`src/rtl/core/sseg_pkg.sv`:
```
package sseg_pkg;

   localparam int RAM_DEPTH   = 16;
   localparam int ADDR_W      = 4;
   localparam int DIGIT_SLOTS = 4;
   localparam int SCAN_W      = 2;

   localparam logic [3:0] CMD_SET_ADDR = 4'h0;
   localparam logic [3:0] CMD_DIMMING  = 4'hE;

   localparam logic [ADDR_W-1:0] COLON_ADDR = 4'd4;
   localparam logic [ADDR_W-1:0] LEFT_ADDR  = 4'd2;
   localparam logic [ADDR_W-1:0] RIGHT_ADDR = 4'd6;
   localparam logic [7:0]        COLON_ON   = 8'h02;
   localparam logic [7:0]        COLON_OFF  = 8'h00;
   localparam logic [7:0]        DUTY_RESET = 8'd16;

   typedef logic [DIGIT_SLOTS-1:0][ADDR_W-1:0] digit_addr_type;

   localparam digit_addr_type DIGIT_RESET = {4'd8, 4'd6, 4'd2, 4'd0};

   typedef enum logic [0:0] {
      ST_IDLE,
      ST_COLON
   } state_type;

   typedef struct packed {
      logic accept;
      logic run_colon;
   } ctrl_cmd_type;

   typedef struct packed {
      logic colon_req;
      logic queue_full;
   } ctrl_sts_type;

   typedef struct packed {
      logic [6:0] seg_d;
      logic [3:0] seg_b;
      logic [3:0] digit_sel;
      logic [7:0] duty;
   } rsp_type;

   // data bits 0,2,3,5,6 go to port D pins 6,5,4,2,3
   function automatic logic [6:0] remap_d(input logic [7:0] data);
      remap_d = {data[0], data[2], data[3], data[6], data[5], 2'b00};
   endfunction

   // data bits 7,1,4 go to port B pins 0,2,3
   function automatic logic [3:0] remap_b(input logic [7:0] data);
      remap_b = {data[4], data[1], 1'b0, data[7]};
   endfunction

endpackage

```
`src/rtl/core/seven_segment_display_controller.sv`:
```
// Four-digit seven-segment display controller. Each item is either a bus
// write byte or a scan tick, and each item yields exactly one result: the
// current port D / port B segment drive, the one-hot digit select and the
// brightness duty. A byte that closes a write transaction moves the controller
// into its colon state, in which it holds req_stall while the colon images
// at addresses 2 and 6 are rebuilt. Results pass through a two-entry queue,
// so input keeps flowing while a result waits; outside the colon state
// req_stall rises only when that queue is full.
// Digit addresses are set over the csr port and should be changed only while
// the block is idle.
module seven_segment_display_controller #(
   parameter int DIGIT_COUNT = 4
) (
   input  logic        clock,
   input  logic        reset,
   input  logic        req_valid,
   output logic        req_stall,
   input  logic        req_func,
   input  logic [7:0]  req_bus_byte,
   input  logic        req_first_byte,
   input  logic        req_final_byte,
   output logic        rsp_valid,
   input  logic        rsp_stall,
   output logic [6:0]  rsp_segment_port_d,
   output logic [3:0]  rsp_segment_port_b,
   output logic [3:0]  rsp_digit_select,
   output logic [7:0]  rsp_brightness_duty,
   input  logic        csr_psel,
   input  logic        csr_penable,
   input  logic        csr_pwrite,
   input  logic [3:0]  csr_paddr,
   input  logic [31:0] csr_pwdata,
   output logic [31:0] csr_prdata,
   output logic        csr_pready
);
   import sseg_pkg::*;

   digit_addr_type digit_addr;
   ctrl_cmd_type   cmd;
   ctrl_sts_type   sts;
   rsp_type        result;
   rsp_type        head;
   logic           colon_req;
   logic           queue_full;

   assign sts.colon_req  = colon_req;
   assign sts.queue_full = queue_full;

   sseg_csr u_csr (
      .clock       (clock),
      .reset       (reset),
      .csr_psel    (csr_psel),
      .csr_penable (csr_penable),
      .csr_pwrite  (csr_pwrite),
      .csr_paddr   (csr_paddr),
      .csr_pwdata  (csr_pwdata),
      .csr_prdata  (csr_prdata),
      .csr_pready  (csr_pready),
      .digit_addr  (digit_addr)
   );

   sseg_ctrl u_ctrl (
      .clock     (clock),
      .reset     (reset),
      .req_valid (req_valid),
      .req_stall (req_stall),
      .sts       (sts),
      .cmd       (cmd)
   );

   sseg_dp #(
      .DIGIT_COUNT (DIGIT_COUNT)
   ) u_dp (
      .clock          (clock),
      .reset          (reset),
      .cmd            (cmd),
      .colon_req      (colon_req),
      .req_func       (req_func),
      .req_bus_byte   (req_bus_byte),
      .req_first_byte (req_first_byte),
      .req_final_byte (req_final_byte),
      .digit_addr     (digit_addr),
      .result         (result)
   );

   sseg_outq u_outq (
      .clock     (clock),
      .reset     (reset),
      .push      (cmd.accept),
      .push_data (result),
      .full      (queue_full),
      .rsp_valid (rsp_valid),
      .rsp_stall (rsp_stall),
      .head      (head)
   );

   assign rsp_segment_port_d  = head.seg_d;
   assign rsp_segment_port_b  = head.seg_b;
   assign rsp_digit_select    = head.digit_sel;
   assign rsp_brightness_duty = head.duty;

endmodule

```
`src/rtl/core/sseg_csr.sv`:
```
module sseg_csr (
   input  logic                    clock,
   input  logic                    reset,
   input  logic                    csr_psel,
   input  logic                    csr_penable,
   input  logic                    csr_pwrite,
   input  logic [3:0]              csr_paddr,
   input  logic [31:0]             csr_pwdata,
   output logic [31:0]             csr_prdata,
   output logic                    csr_pready,
   output sseg_pkg::digit_addr_type digit_addr
);
   import sseg_pkg::*;

   digit_addr_type addr_ff;
   logic [1:0]     reg_idx;

   assign reg_idx    = csr_paddr[3:2];
   assign csr_pready = 1'b1;
   assign csr_prdata = {28'd0, addr_ff[reg_idx]};
   assign digit_addr = addr_ff;

   always_ff @(posedge clock) begin
      if (reset) begin
         addr_ff <= DIGIT_RESET;
      end else if (csr_psel && csr_penable && csr_pwrite) begin
         addr_ff[reg_idx] <= csr_pwdata[ADDR_W-1:0];
      end
   end

endmodule

```
`src/rtl/core/sseg_ctrl.sv`:
```
module sseg_ctrl (
   input  logic                   clock,
   input  logic                   reset,
   input  logic                   req_valid,
   output logic                   req_stall,
   input  sseg_pkg::ctrl_sts_type sts,
   output sseg_pkg::ctrl_cmd_type cmd
);
   import sseg_pkg::*;

   state_type state_ff, state_in;

   always_ff @(posedge clock) begin
      if (reset) begin
         state_ff <= ST_IDLE;
      end else begin
         state_ff <= state_in;
      end
   end

   always_comb begin
      state_in      = state_ff;
      req_stall     = 1'b1;
      cmd.accept    = 1'b0;
      cmd.run_colon = 1'b0;
      unique case (state_ff)
         ST_IDLE: begin
            req_stall  = sts.queue_full;
            cmd.accept = req_valid && !sts.queue_full;
            if (cmd.accept && sts.colon_req) begin
               state_in = ST_COLON;
            end
         end
         ST_COLON: begin
            // rebuild the colon images, input held off
            cmd.run_colon = 1'b1;
            state_in      = ST_IDLE;
         end
         default: begin
            state_in = ST_IDLE;
         end
      endcase
   end

endmodule

```
`src/rtl/core/sseg_dp.sv`:
```
module sseg_dp #(
   parameter int DIGIT_COUNT = 4
) (
   input  logic                     clock,
   input  logic                     reset,
   input  sseg_pkg::ctrl_cmd_type   cmd,
   output logic                     colon_req,
   input  logic                     req_func,
   input  logic [7:0]               req_bus_byte,
   input  logic                     req_first_byte,
   input  logic                     req_final_byte,
   input  sseg_pkg::digit_addr_type digit_addr,
   output sseg_pkg::rsp_type        result
);
   import sseg_pkg::*;

   logic [7:0]        ram_ff   [RAM_DEPTH];
   logic [6:0]        img_d_ff [RAM_DEPTH];
   logic [3:0]        img_b_ff [RAM_DEPTH];
   logic [ADDR_W-1:0] ptr_ff;
   logic              write_mode_ff;
   logic              touched_ff;
   logic [7:0]        duty_ff;
   logic [SCAN_W-1:0] scan_ff;
   logic [14:0]       drive_ff;

   logic [3:0]        kind;
   logic [SCAN_W-1:0] scan_cur;
   logic [SCAN_W-1:0] scan_in;
   logic [ADDR_W-1:0] rd_addr;
   logic [14:0]       drive_in;
   logic [7:0]        duty_in;
   logic              is_cmd;
   logic              is_data;

   assign kind    = req_bus_byte[7:4];
   assign is_cmd  = !req_func && req_first_byte;
   assign is_data = !req_func && !req_first_byte && write_mode_ff;

   // a write transaction closes on this byte
   assign colon_req = !req_func && req_final_byte &&
                      (req_first_byte ? (kind == CMD_SET_ADDR) : write_mode_ff);

   always_comb begin
      scan_cur = ({1'b0, scan_ff} >= 3'(DIGIT_COUNT)) ? '0 : scan_ff;
      scan_in  = ({1'b0, scan_cur} + 3'd1 >= 3'(DIGIT_COUNT)) ? '0 : scan_cur + 1'b1;
      rd_addr  = digit_addr[scan_cur];
      drive_in = {4'(4'b0001 << scan_cur), img_b_ff[rd_addr], img_d_ff[rd_addr]};
      duty_in  = (is_cmd && kind == CMD_DIMMING) ? {req_bus_byte[3:0], 4'd0} : duty_ff;
      result.seg_d     = req_func ? drive_in[6:0]   : drive_ff[6:0];
      result.seg_b     = req_func ? drive_in[10:7]  : drive_ff[10:7];
      result.digit_sel = req_func ? drive_in[14:11] : drive_ff[14:11];
      result.duty      = duty_in;
   end

   always_ff @(posedge clock) begin
      if (reset) begin
         for (int i = 0; i < RAM_DEPTH; i++) begin
            ram_ff[i]   <= '0;
            img_d_ff[i] <= '0;
            img_b_ff[i] <= '0;
         end
         ptr_ff        <= '0;
         write_mode_ff <= 1'b0;
         touched_ff    <= 1'b0;
         duty_ff       <= DUTY_RESET;
         scan_ff       <= '0;
         drive_ff      <= '0;
      end else begin
         if (cmd.accept) begin
            if (req_func) begin
               drive_ff <= drive_in;
               scan_ff  <= scan_in;
            end else if (is_cmd) begin
               write_mode_ff <= (kind == CMD_SET_ADDR);
               touched_ff    <= 1'b0;
               duty_ff       <= duty_in;
               if (kind == CMD_SET_ADDR) begin
                  ptr_ff <= req_bus_byte[ADDR_W-1:0];
               end
            end else if (is_data) begin
               ram_ff[ptr_ff]   <= req_bus_byte;
               img_d_ff[ptr_ff] <= remap_d(req_bus_byte);
               img_b_ff[ptr_ff] <= remap_b(req_bus_byte);
               if (ptr_ff == COLON_ADDR) begin
                  touched_ff <= 1'b1;
               end
               ptr_ff <= ptr_ff + 1'b1;
            end
         end
         if (cmd.run_colon) begin
            if (touched_ff && ram_ff[COLON_ADDR] == COLON_ON) begin
               img_b_ff[LEFT_ADDR]  <= remap_b(ram_ff[LEFT_ADDR] | 8'h80);
               img_b_ff[RIGHT_ADDR] <= remap_b(ram_ff[RIGHT_ADDR] | 8'h80);
            end else if (touched_ff && ram_ff[COLON_ADDR] == COLON_OFF) begin
               img_b_ff[LEFT_ADDR]  <= remap_b(ram_ff[LEFT_ADDR]);
               img_b_ff[RIGHT_ADDR] <= remap_b(ram_ff[RIGHT_ADDR] & 8'h7F);
            end else begin
               img_b_ff[RIGHT_ADDR] <= remap_b(ram_ff[RIGHT_ADDR] & 8'h7F);
            end
            write_mode_ff <= 1'b0;
            touched_ff    <= 1'b0;
         end
      end
   end

endmodule

```
`src/rtl/core/sseg_outq.sv`:
```
module sseg_outq (
   input  logic              clock,
   input  logic              reset,
   input  logic              push,
   input  sseg_pkg::rsp_type push_data,
   output logic              full,
   output logic              rsp_valid,
   input  logic              rsp_stall,
   output sseg_pkg::rsp_type head
);
   import sseg_pkg::*;

   rsp_type    slot_ff [2];
   logic       wr_ff;
   logic       rd_ff;
   logic [1:0] count_ff;
   logic       pop;

   assign rsp_valid = (count_ff != 2'd0);
   assign full      = (count_ff == 2'd2);
   assign pop       = rsp_valid && !rsp_stall;
   assign head      = slot_ff[rd_ff];

   always_ff @(posedge clock) begin
      if (push) begin
         slot_ff[wr_ff] <= push_data;
      end
   end

   always_ff @(posedge clock) begin
      if (reset) begin
         wr_ff    <= 1'b0;
         rd_ff    <= 1'b0;
         count_ff <= 2'd0;
      end else begin
         if (push) begin
            wr_ff <= !wr_ff;
         end
         if (pop) begin
            rd_ff <= !rd_ff;
         end
         count_ff <= count_ff + {1'b0, push} - {1'b0, pop};
      end
   end

endmodule

```
`config.mk`:
```
export PLATFORM = sky130hd
export DESIGN_NAME = seven_segment_display_controller
export DESIGN_NICKNAME = d
export VERILOG_FILES = /design/src/rtl/core/sseg_pkg.sv /design/src/rtl/core/seven_segment_display_controller.sv /design/src/rtl/core/sseg_csr.sv /design/src/rtl/core/sseg_ctrl.sv /design/src/rtl/core/sseg_dp.sv /design/src/rtl/core/sseg_outq.sv
export SDC_FILE = /design/constraint.sdc
export NUM_CORES = 1
export LEC_CHECK = 0
export BUFFER_PORTS_ARGS = -buffer_cell sky130_fd_sc_hd__buf_2
export CAP_MARGIN = 30
export CORE_MARGIN = 2
export CORE_UTILIZATION = 55
export CTS_BUF_LIST = sky130_fd_sc_hd__clkbuf_4 sky130_fd_sc_hd__clkbuf_8
export CTS_CLUSTER_DIAMETER = 50
export DETAILED_ROUTE_END_ITERATION = 16
export HOLD_SLACK_MARGIN = 0.05
export PLACE_DENSITY_LB_ADDON = 0.1
export SLEW_MARGIN = 30
export SYNTH_ARGS = -nofsm -noshare
export SYNTH_HDL_FRONTEND = slang
export SYNTH_SLANG_ARGS = --single-unit
```
`constraint.sdc`:
```
create_clock -name clock -period 6.1 [get_ports clock]
set_input_delay 0.915 -clock clock [delete_from_list [all_inputs] [get_ports clock]]
set_output_delay 0.915 -clock clock [all_outputs]
set_load 0.02 [all_outputs]
```
==> results.yml <==
final_layout:
  synthToLayoutAreaGrowth_pct: 10.1
  finish.net_count: 1006
  drive_above_1_share_pct: 18.8
  n_antenna_cell: 0
  fillers: 1521
  fin_area_um2: 11700
  finalNonFillerCells: 1226
clock_tree:
  clock_latency_ns: 0.54
  postCtsHoldBufs: 0
  numCtsBuffers: 39
  cts-resized-gates: 0
  clk_pin_slew_ns: 0.06
  postCtsSetupBuffers: 0
  clockBufferDepth: 3
  cts_tree: "built"
  cts-htree-levels: 2
  clock_sinks: 226
  clockRootBuffer: "clkbuf_8"
global_route:
  grt_max_degree: 46
  grt_antenna_before_repair: 0
  grt_pass1_vias: 7048
  grt_usage_pct: 24.9
  grt_pass1_wl_mm: 38.6
  gr-total-overflow: 0
die:
  coreArea_um2: 18800
  rows: 50
  die_area_um2: 20500
  start_util_pct: 56.5
  io_pins: 112
  die_w_um: 143
  die_height_um: 143
timing:
  slew_headroom_pct: 37.6
  drv_slew: 0
  final.period_utilization_pct: 52.1
  hold_viol_final: 0
  rsz0062_at_grt: "false"
  max_freq_mhz: 314
  fin_tns_setup_ns: 0
  whs_ns: 0.454
  setup_violations: 0
  max_slew.worst_pin.slew_ns: 0.932
  period_needed_ns: 3.18
  finClkSkew_ns: 0.0211
placed_design:
  hpwl_mm: 17.1
  port_buffers: 49
  place_congestion: 0.861
  dp_cells: 1161
  place_area_um2: 10900
yosys:
  yosysWarnings: 0
  netlist_instances: 900
  yosys-top-cells-area: "edfxtp_1, dfxtp_1, mux2i_1, nor2_1, mux2_2"
  synth_area_um2: 10600
  synth.ff_latch_count: 226
  synth-seq-area-share_pct: 59.1
  async_flop_share_pct: 0
  avgSynthCellArea_um2: 11.8
  synth.top_cell.area_share_pct: 49.7
  synth_edf_count: 176
  synth_flop_cell: "edfxtp_1"
  synth_cell_types: 51
  ys_top_cells_by_count: "edfxtp_1, nor2_1, mux2i_1, nand2_1, dfxtp_1"
  synth_area_leader_cell: "edfxtp_1"
  yosysMostFrequentCell: "edfxtp_1"
outcome:
  status: "complete, no violations"
routing:
  drc: 0
  drt-vias-per-instance: 5.80
  routed_wl_mm: 24.9
  antenna_left: 0
  drt_iter0_markers: 828
  drt-pass1-iter-count: 5
  vias: 7106
  wire_per_inst_um: 20.3
setup_path:
  cp_max_fo: 37
  critPathLaunchType: "flop"
  end_kind: "flop"
  critPathArrivalTime_ns: 3.52
  critical_path_class: "reg2reg"
  crit_required_ns: 6.43
power_and_ir_drop:
  powerDensity_nw_per_um2: 320
  finalPower_mw: 3.74
  ir_drop_v: 0.000179
  leakagePower_nw: 4.23
job:
  maxCapViolations: 0
min_path:
  hold_class: "reg2reg"
worst max-delay path: stages (launching register included):
cell	delay, ns
dfxtp_1	0.72
mux4_4	1.05
buf_16	0.32
mux2i_1	0.16
a22oi_1	0.21
nand3_1	0.17
a31oi_1	0.30
metal layers:
layer | track usage, % | routed length, um
met5 | 0 | 0
met1 | 35.4 | 10600
met4 | 8.60 | 578
met3 | 4.39 | 2140
met2 | 38.9 | 11600
sequential cells by signal (all words and copies together), names as in the netlist, named ones only:
name / flops
u_csr.digit_addr: 16
u_outq.wr_ff: 1
u_dp.ram_ff: 15
u_dp.img_d_ff: 73
u_outq.slot_ff: 40
u_dp.touched_ff: 1
u_dp.ptr_ff: 4
u_dp.img_b_ff: 48
u_dp.drive_ff: 12
u_ctrl.state_ff: 1
u_outq.rd_ff: 1
u_dp.write_mode_ff: 1
u_outq.count_ff: 2
u_dp.scan_cur: 2
u_dp.duty_ff: 8
layout by cell type (no fill, tap or decap), types with 6 or more instances in the layout:
| cell | netlist | final |
|---|---|---|
| nand2_1 | 67 | 67 |
| ha_1 | 10 | 10 |
| mux2i_1 | 84 | 83 |
| a311oi_2 | 8 | 8 |
| nand3_1 | 24 | 24 |
| nor2_1 | 161 | 161 |
| and3_1 | 13 | 13 |
| a31oi_1 | 9 | 9 |
| a21oi_1 | 28 | 28 |
| nor2b_1 | 12 | 11 |
| o21ai_0 | 6 | 6 |
| mux2_2 | 29 | 29 |
| clkbuf_4 | 0 | 13 |
| buf_4 | 37 | 10 |
| edfxtp_1 | 176 | 176 |
| buf_2 | 5 | 50 |
| mux4_2 | 7 | 6 |
| nor3_1 | 8 | 8 |
| clkbuf_8 | 0 | 44 |
| inv_1 | 9 | 9 |
| dfxtp_1 | 50 | 49 |
| nand2b_1 | 9 | 9 |
| a22oi_1 | 15 | 15 |
| conb_1 | 2 | 32 |
| a21o_1 | 24 | 24 |
stage by stage:
stage | setup WS, ns | util (%)
final | 2.92 | 62.2
after CTS | 2.92 | 62.1
after global routing | 2.77 | 62.2
after detailed placement | 2.71 | 57.9
after global placement | 2.61 | 57.7
after floorplan | 3.36 | -
path summary, 6_finish.rpt:
check,startpoint,to,slack [ns],depth (start not counted)
worst max-delay path,u_dp.scan_cur[0]$_SDFFE_PP0P_,u_outq.slot_ff[0][20]$_DFFE_PP_,2.92,6
worst min-delay path,u_dp.duty_ff[2]$_SDFFE_PP0P_,u_dp.duty_ff[2]$_SDFFE_PP0P_,0.45,1
worst max register to register,u_dp.scan_cur[0]$_SDFFE_PP0P_,u_outq.slot_ff[0][20]$_DFFE_PP_,2.92,6
worst min register to register,u_dp.duty_ff[2]$_SDFFE_PP0P_,u_dp.duty_ff[2]$_SDFFE_PP0P_,0.45,1
logic make-up (layout without fill, tap and decap cells):
family	after synthesis	count (layout)	synth area share, %
xor gates and xnor gates	4	4	0.330
other	2	32	0.0706
adders and majority gates	10	10	1.18
muxes	120	120	12.5
AOI/OAI and AO/OA	105	105	7.25
buffers and inverters	99	135	5.28
and+or+nand+nor	334	334	14.3
DFF	226	226	59.1
cell type report:
cell class                      count  area (um^2)  share of cell area [%]
Inverter                            9         33.8                   0.289
Multi-Input combinational cell    605         3910                    33.4
Clock buffer                       57          703                    6.01
Clock inverter                      8         93.8                   0.802
Timing Repair Buffer               61          353                    3.01
Sequential cell                   226         6290                    53.7
Tap cell                          260          325                    2.78
power by group:
group	internal, mW	leakage (nW)	switching (mW)
Clock	0.821	0.422	0.588
Sequential	1.77	2.19	0.0580
Combinational	0.188	1.62	0.322
Total	2.78	4.23	0.968
Note: power is estimated with default switching activity, not from simulation.
